[src/hw/rtl/ghalloc_pkg.sv]
`default_nettype none
// ----------------------------------------------------------------------------
// ghalloc_pkg
// Shared types and constants for the generational handle allocator.
// ----------------------------------------------------------------------------
package ghalloc_pkg;

  // Default pool size and register reset value
  localparam int unsigned SLOTS_DEF = 1024;
  localparam logic [10:0] MAX_SLOTS_RST = 11'd1024;

  // Width used for limit / counter compares (holds up to 65536)
  localparam int unsigned CMP_W = 17;

  // Request codes
  localparam logic [1:0] MODE_CREATE  = 2'd0;
  localparam logic [1:0] MODE_DESTROY = 2'd1;
  localparam logic [1:0] MODE_CHECK   = 2'd2;
  localparam logic [1:0] MODE_NOP     = 2'd3;

  // Status codes
  localparam logic [1:0] STATUS_OK    = 2'd0;
  localparam logic [1:0] STATUS_FULL  = 2'd1;
  localparam logic [1:0] STATUS_RANGE = 2'd2;

  // Invalid handle
  localparam logic [23:0] INVALID_INDEX = 24'hFFFFFF;
  localparam logic [7:0]  INVALID_GEN   = 8'hFF;

  // Controller states, one-hot
  typedef enum logic [4:0] {
    ST_CLEAR = 5'b00001,
    ST_IDLE  = 5'b00010,
    ST_QRD   = 5'b00100,
    ST_GRD   = 5'b01000,
    ST_EXEC  = 5'b10000
  } ghalloc_state_t;

  // Controller -> datapath
  typedef struct packed {
    logic clr_en;    // clearing pass: zero one generation entry
    logic latch_in;  // capture request fields
    logic q_rd;      // read free queue at head
    logic g_rd;      // pick slot index, read its generation
    logic exec;      // update state, write memories, load result
  } ghalloc_cmd_t;

  // Datapath -> controller
  typedef struct packed {
    logic clr_done;  // last entry of clearing pass
  } ghalloc_sts_t;

endpackage : ghalloc_pkg
`default_nettype wire

[src/hw/rtl/ghalloc_ctrl.sv]
`default_nettype none
// ----------------------------------------------------------------------------
// ghalloc_ctrl
// Sequencer: clearing pass, then accept / queue read / generation read /
// execute per transaction. Owns the handshake and the result valid flag.
// ----------------------------------------------------------------------------
module ghalloc_ctrl
  import ghalloc_pkg::*;
(
  input  wire logic         clk,
  input  wire logic         rst_n,
  input  wire logic         in_valid,
  output logic              in_ready,
  output logic              out_valid,
  input  wire logic         out_ready,
  output ghalloc_cmd_t      cmd,
  input  wire ghalloc_sts_t sts
);

  ghalloc_state_t state_r, state_nxt;
  logic           out_valid_r, out_valid_nxt;

  always_comb begin
    state_nxt = state_r;
    cmd       = '0;
    in_ready  = 1'b0;
    unique case (state_r)
      ST_CLEAR: begin
        cmd.clr_en = 1'b1;
        if (sts.clr_done) state_nxt = ST_IDLE;
      end
      ST_IDLE: begin
        in_ready = 1'b1;
        if (in_valid) begin
          cmd.latch_in = 1'b1;
          state_nxt    = ST_QRD;
        end
      end
      ST_QRD: begin
        cmd.q_rd  = 1'b1;
        state_nxt = ST_GRD;
      end
      ST_GRD: begin
        cmd.g_rd  = 1'b1;
        state_nxt = ST_EXEC;
      end
      ST_EXEC: begin
        // result register free, or being emptied this cycle
        if (!out_valid_r || out_ready) begin
          cmd.exec  = 1'b1;
          state_nxt = ST_IDLE;
        end
      end
      default: state_nxt = ST_CLEAR;
    endcase
  end

  always_comb begin
    out_valid_nxt = out_valid_r;
    if (cmd.exec)       out_valid_nxt = 1'b1;
    else if (out_ready) out_valid_nxt = 1'b0;
  end

  always_ff @(posedge clk) begin
    if (!rst_n) begin
      state_r     <= ST_CLEAR;
      out_valid_r <= 1'b0;
    end else begin
      state_r     <= state_nxt;
      out_valid_r <= out_valid_nxt;
    end
  end

  assign out_valid = out_valid_r;

  // Result valid only comes up from an execute step
  a_valid_from_exec: assert property (@(posedge clk) disable iff (!rst_n)
    $rose(out_valid_r) |-> $past(cmd.exec))
    else $error("result valid without execute");

  // A held result stalls the execute step
  a_exec_stall: assert property (@(posedge clk) disable iff (!rst_n)
    (state_r == ST_EXEC) && out_valid_r && !out_ready |=> (state_r == ST_EXEC))
    else $error("execute overwrote a pending result");

  // No transaction taken during the clearing pass
  a_no_accept_clear: assert property (@(posedge clk) disable iff (!rst_n)
    cmd.clr_en |-> !in_ready)
    else $error("input accepted while clearing");

endmodule : ghalloc_ctrl
`default_nettype wire

[config.mk]
export PLATFORM = sky130hd
export DESIGN_NAME = ghalloc_ctrl
export DESIGN_NICKNAME = d
export VERILOG_FILES = /design/src/hw/rtl/ghalloc_pkg.sv /design/src/hw/rtl/ghalloc_ctrl.sv
export SDC_FILE = /design/constraint.sdc
export NUM_CORES = 1
export LEC_CHECK = 0
export ABC_AREA = 1
export BUFFER_PORTS_ARGS = -buffer_cell sky130_fd_sc_hd__buf_2
export CAP_MARGIN = 20
export CORE_AREA = 5 5 42 44
export CTS_CLUSTER_DIAMETER = 150
export CTS_CLUSTER_SIZE = 14
export DETAILED_ROUTE_END_ITERATION = 8
export DIE_AREA = 0 0 47 49
export GPL_TIMING_DRIVEN = 0
export REMOVE_ABC_BUFFERS = 1
export SYNTH_ARGS = -nofsm -noshare
export SYNTH_HDL_FRONTEND = slang
export SYNTH_SLANG_ARGS = --single-unit
[constraint.sdc]
create_clock -name clk -period 1.4 [get_ports clk]
set_input_delay 0.28 -clock clk [delete_from_list [all_inputs] [get_ports clk]]
set_output_delay 0.28 -clock clk [all_outputs]
set_load 0.1 [all_outputs]
Word-level counts from Yosys, hierarchy flattened
Index checks and enable logic that the tools add are counted.
Cells by class
  equal/unequal tests: 8
  multiplexer cells: 14
  reduce and logical (&&, ||, !) cells: 4
Operators with widths (count)
  case mux 5 bit (5 select lines): 1
  two-way mux 5 bit: 3
  two-way mux 1 bit: 10
  != test 2 bit, second input constant: 3
  equality test 5 x 1 -> 1 bit, second input constant: 1
  equality test 5 x 2 -> 1 bit, second input constant: 1
  equality test 5 x 3 -> 1 bit, second input constant: 1
  equality test 5 x 4 -> 1 bit, second input constant: 1
  equality test 5 bit, second input constant: 1
  AND reduction 3 bit: 1
  nonzero test 2 bit: 1
  zero test 1 bit: 1
  logical OR 1 bit: 1
Word-level totals
  register bits after elaboration: 6
  input bits: 5
  output and inout bits: 7
  logic and storage cells: 28

Longest topological paths before layout
Gate-level depths: netlist of the first run.
  word-level depth: 5
  gate-level depth with buffers: 7
  gate-level depth less buffers: 7

Worst setup path before layout of the first run
No wires, ideal clock.
  path type: register -> output
  start: register state_r[2]
  end: output port cmd[3] (netlist name)
  arrival time: 1.849 ns
  required time: 1.120 ns
  slack: -0.729 ns
  stages on the path, launching flop included: 4
  buffers on the path: 0
  cell sequence: dfxtp_1 nor2_4 nand3_2 nor2_1
RTL lines
  from (decl): RTL line ghalloc_ctrl.sv:20  | ghalloc_state_t state_r, state_nxt;
  from (signal assigned): RTL line ghalloc_ctrl.sv:69  | state_r <= state_nxt;
  to (decl): RTL line ghalloc_ctrl.sv:16  | output ghalloc_cmd_t cmd,

==> results of run 1 <==
==> area by class of cell <==
class / instances / area share
repair buffers: 23 / 0.340
multi-input cells: 32 / 0.333
flip-flops and latches: 6 / 0.190
inverters: 12 / 0.0759
clock buffers: 3 / 0.0325
well taps: 16 / 0.0289
==> cells by family after synthesis <==
logic type / after synthesis / synth area share
simple gates: 30 / 0.442
buf+inv: 14 / 0.174
flops: 6 / 0.348
compound gates: 2 / 0.0362
==> flip-flops by register name (all words and copies together), names as in the netlist <==
signal     flops
state_r        5
out_valid      1
==> worst max-delay path by stage <==
| stage | endpoint | slack [ns] |
|---|---|---|
| 2_1_floorplan | cmd[3] | -0.73 |
| 3_3_place_gp | cmd[0] | -0.08 |
| 3_5_place_dp | cmd[0] | -0.09 |
| 4_1_cts | cmd[3] | -0.1 |
| 5_1_grt | cmd[3] | -0.18 |
| 6_report | cmd[3] | -0.12 |
==> routing by layer <==
| metal | part of all wire | GRT usage | up-vias |
|---|---|---|---|
| li1 | - | - | 209 |
| met5 | 0 | 0 | - |
| met4 | 0.017 | 0.0691 | 0 |
| met1 | 0.40 | 0.101 | 178 |
| met2 | 0.52 | 0.149 | 12 |
| met3 | 0.058 | 0.0148 | 2 |
==> layout by cell type, fill, tap and decap left out <==
cell,count
buf_4,12
nor2_4,7
nor2_1,6
buf_12,6
inv_1,5
buf_2,5
inv_2,4
nand2_1,4
inv_4,3
nand3_1,3
clkbuf_4,3
dfxtp_2,3
nor2_2,2
nand3_4,2
nand4_1,2
nor3_1,2
dfxtp_4,2
nand3_2,1
nand2_2,1
a21oi_1,1
o21a_1,1
dfxtp_1,1
==> worst max-delay path, delay by kind of cell, from the launching register on <==
| family | cells | cell delay [ns] |
|---|---|---|
| DFF | 1 | 0.37 |
| buffers and inverters | 2 | 0.22 |
| and+or+nand+nor | 3 | 0.40 |
==> through the flow <==
step	total power, mW	util	TNS, ns
after floorplan	0.369	-	-2.99
after global placement	0.403	0.289	-0.164
after detailed placement	0.402	0.289	-0.175
after CTS	0.711	0.474	-0.379
after global routing	0.766	0.494	-0.873
final	0.728	0.494	-0.494
==> power breakdown <==
| part | total, mW | leakage (nW) | switching, mW | internal (mW) |
|---|---|---|---|---|
| registers | 0.213 | 0.0511 | 0.0237 | 0.189 |
| clock network | 0.158 | 0.0138 | 0.0610 | 0.0969 |
| logic | 0.357 | 0.240 | 0.204 | 0.152 |
| total | 0.728 | 0.305 | 0.289 | 0.438 |
==> repair_timing <==
action / in CTS / in global routing
setup endpoints to repair: 6 / 8
resized for setup: 43 / 9
hold buffers: 0 / 0
hold endpoints to repair: 0 / 0
pin swaps: 8 / 9
setup buffers: 12 / 1
==> results_dict.tcl, run 1 <==
set metrics [dict create \
    hpwl_um 567 \
    drtPass1Iterations 4 \
    r2r_setup_slack_ns 0.16 \
    dieArea_mm2 0.00230 \
    grt_max_degree 7 \
    cp.required_ns 1.12 \
    fmax_ghz 0.657 \
    clock_sinks 6 \
    setup-violations-final 6 \
    vias_per_cell 4.36 \
    hold_viol 0 \
    setup_slack_ns -0.123 \
    antenna_found_initial 0 \
    wl_um 994 \
    worst_path_largest_cell_delay_ns 0.37 \
    status "finished with violations" \
    fp.dieH_um 49 \
    worst_slew_pin_slew_ns 0.485 \
    final_area_um2 692 \
    clock_path_buffers 2 \
    synth_top_flop_cell "dfxtp_1" \
    hp-class "in2reg" \
    num_rows 14 \
    initial_utilization 0.246 \
    vias 401 \
    seqCellArea_um2 131 \
    dpl_worst_slack_ns -0.0858 \
    instances_no_fill 92 \
    htree_levels 1 \
    syn_avg_cell_area_um2 6.64 \
    netlist.top_cell.by_area "dfxtp_1" \
    cts_tree "built" \
    nets 83 \
    r2r_start "state_r[0]" \
    hold_slack_ns 0.300 \
    drive_gt1_frac 0.671 \
    crit_type "reg2out" \
    r2r-end "state_r[0]" \
    slew_headroom 0.679 \
    placed_cell_area_um2 405 \
    place.gp.congestion 0.750 \
    layout_min_cycle_time_ns 1.52 \
    yosys-top-cells-area "dfxtp_1, inv_1, nor2_1" \
    clk_pin_slew_ns 0.04 \
    overflow 0 \
    ys_ff_latch 6 \
    min_from "rst_n" \
    drc 0 \
    path_cells "inv_2, nor2_2, nand3_4, nor2_4, buf_12" \
    core_mm2 0.00140 \
    wire_per_inst_um 10.8 \
    grt_pass1_wl_um 1520 \
    power_density_mw_per_mm2 1050 \
    synth_common_cells "inv_1, nor2_1, dfxtp_1" \
    die_x_um 47 \
    startpoint "state_r[1]" \
    syn_to_final_growth_pct 100 \
    synth_cell_types 14 \
    critPathLaunchType "register" \
    dpl.cell_count 77 \
    pin_count 12 \
    critPathSlowestCell "dfxtp_4" \
    cts_made_buffers 3 \
    crit_arrival_ns 1.24 \
    slew_viol_final 0 \
    finalCritPeriodShare 1.09 \
    hold-path-endpoint "out_valid" \
    multiInputGateArea_um2 230 \
    fin_skew_ns 0.000649 \
    drt.antenna.violating_nets 0 \
    violations "setup timing" \
    r2r_cells 10 \
    yosysTopAreaCellShare 0.348 \
    seq_area_frac_synth 0.348 \
    grt_usage 0.0923 \
    endpoint_kind "output pin" \
    cp_max_fo 4 \
    first_global_vias 379 \
    hold_depth 2 \
    ys.warnings.count 0 \
    synth-edff-count 0 \
    cap_violations 0 \
    drt_iter0_markers 4 \
    n_antenna_cell 0 \
    rsz0062_at_grt "true" \
    p_leak_nw 0.305 \
    portBuffers 11 \
    syn_area_um2 345 \
    async_flop_share 0 \
    irDropWorstVdd_mv 0.544 \
    syn_inst 52 \
    clock_latency_ns 0.24 \
    fill_cells 137 \
    cts-root-buf "clkbuf_4" \
]
No activity file was read; power rests on OpenSTA's default activity.
==> inputs of run 2 (changes only) <==
==> constraint.sdc (replaced) <==
create_clock -name clk -period 1.4 [get_ports clk]
set_input_delay 0 -clock clk [delete_from_list [all_inputs] [get_ports clk]]
set_output_delay 0 -clock clk [all_outputs]
set_load 0.1 [all_outputs]
==> run 2 against run 1 <==
The flow now finishes without violations. Clock-buffer cell count did not move. Via count fell by 14%. Wire length down 32%. Sequential share of layout area is 7.7 points higher. Critical path type unchanged.
==> results_dict.tcl, run 2 (synthesis gave the netlist of run 1 again) <==
set metrics [dict create \
    drive_gt1_frac 0.375 \
    rsz0062_at_grt "false" \
    finalCritPeriodShare 0.925 \
    wire_per_inst_um 8.49 \
    power_density_mw_per_mm2 1250 \
    cp.required_ns 1.40 \
    fmax_ghz 0.773 \
    grt_usage 0.0648 \
    hold_slack_ns 0.0174 \
    slew_headroom 0.679 \
    mostFrequentLayoutCells "inv_1, nor2_1, dfxtp_1" \
    clkPwrFrac 0.280 \
    grt_max_degree 7 \
    switching_share 0.415 \
    fill_cells 160 \
    fin_skew_ns 0.00119 \
    totalPowerFinal_mw 0.565 \
    dieArea_mm2 0.00230 \
    vias_per_cell 4.30 \
    num_rows 14 \
    antenna_found_initial 0 \
    critPathSlowestCell "dfxtp_1" \
    cp_max_fo 5 \
    wl_um 679 \
    hpwl_um 567 \
    core_mm2 0.00140 \
    largest_reg_flops 5 \
    critPathBufInv 2 \
    worst_slew_pin_slew_ns 0.485 \
    slew_viol_final 0 \
    htree_levels 1 \
    place.gp.congestion 0.750 \
    status "completed" \
    setup-violations-final 0 \
    portBuffers 11 \
    grt_pass1_wl_um 1060 \
    drc 0 \
    path_cells "nor2_4, nand3_2, inv_1, clkbuf_4" \
    hp-class "in2reg" \
    dpl.cell_count 77 \
    seq_power_share 0.347 \
    worst_path_largest_cell_delay_ns 0.34 \
    drtPass1Iterations 4 \
    cts_made_buffers 3 \
    top_register "state_r" \
    critPathLaunchType "register" \
    layout_min_cycle_time_ns 1.29 \
    irDropWorstVdd_mv 0.435 \
    clk_pin_slew_ns 0.04 \
    nets 71 \
    drt.antenna.violating_nets 0 \
    critPathTopFamily "buffers and inverters" \
    cts_tree "built" \
    crit_type "reg2out" \
    n_antenna_cell 0 \
    cts-root-buf "clkbuf_4" \
    setup_slack_ns 0.106 \
    instances_no_fill 80 \
    overflow 0 \
    syn_to_final_growth_pct 30.4 \
    hold_viol 0 \
    switchingPower_mw 0.235 \
    initial_utilization 0.246 \
    clock_latency_ns 0.24 \
    crit_arrival_ns 1.29 \
    fp.dieH_um 49 \
    die_x_um 47 \
    p_comb_frac 0.374 \
    first_global_vias 278 \
    drt_iter0_markers 5 \
    p_leak_nw 0.227 \
    vias 344 \
    pin_count 12 \
    clock_sinks 6 \
    dpl_worst_slack_ns 0.194 \
    endpoint_kind "output pin" \
    clock_path_buffers 2 \
    postCtsSetupRepairBufs 0 \
    p_int_mw 0.330 \
    cap_violations 0 \
]
run 2: cell count changes in the layout (fill, tap and decap cells not counted), moves of 3 or more:
cell | previous run | this run
nor2_1 | 6 | 9
buf_4 | 12 | 2
dfxtp_2 | 3 | 0
buf_12 | 6 | 0
inv_4 | 3 | 0
nor2_4 | 7 | 1
nor2_2 | 2 | 5
inv_1 | 5 | 9
dfxtp_1 | 1 | 6
run 2: worst paths after layout:
path,start,end,slack [ns],cells past startpoint
hold / removal,in_valid,state_r[2],0.02,3
setup / recovery,state_r[2],in_ready,0.11,4
hold reg to reg,state_r[4],state_r[4],0.56,2
setup reg to reg,state_r[0],state_r[0],0.39,6
run 2: area by class of cell:
cell class                      instances  area [um^2]  share of cell area
Multi-Input combinational cell         32          165               0.367
Inverter                               12         45.0               0.100
Clock buffer                            3         22.5              0.0500
Timing Repair Buffer                   11         77.6               0.172
Tap cell                               16         20.0              0.0444
Sequential cell                         6          120               0.267
run 2: worst reg2reg max path: stages (launching register included):
cell	delay, ns
dfxtp_1	0.32
nor2_2	0.20
nand3_1	0.14
nand2_1	0.12
nor2_1	0.05
nand2_1	0.05
nand2_1	0.04
run 2: through the flow:
| step | util | setup TNS (ns) | area (um^2) |
|---|---|---|---|
| after CTS | 0.313 | 0 | 438 |
| after global placement | 0.289 | 0 | 405 |
| after floorplan | - | -1.80 | 330 |
| final | 0.321 | 0 | 450 |
| after global routing | 0.321 | 0 | 450 |
| after detailed placement | 0.289 | 0 | 405 |
run 2: power by group through the flow:
stage,sequential (mW),combinational (mW),clock [mW]
finish,0.196,0.211,0.158
global route,0.197,0.230,0.171
CTS,0.196,0.205,0.165
detailed placement,0.199,0.203,0
global placement,0.198,0.205,0
floorplan,0.198,0.172,0
run 2: routing by layer:
layer / share of wire / global-route usage / vias up / wire length (um)
met5: 0 / 0 / - / 0
met4: 0.025 / 0.0691 / 0 / 17
met3: 0.084 / 0.0111 / 2 / 57
met2: 0.40 / 0.0814 / 12 / 274
met1: 0.49 / 0.0837 / 145 / 330
li1: - / - / 185 / -
run 2: what timing repair did:
action / 4_1_cts / 5_1_grt
pin swaps: 0 / 0
endpoints found under the setup margin: 4 / 4
gates resized for setup: 4 / 4
hold buffers: 0 / 0
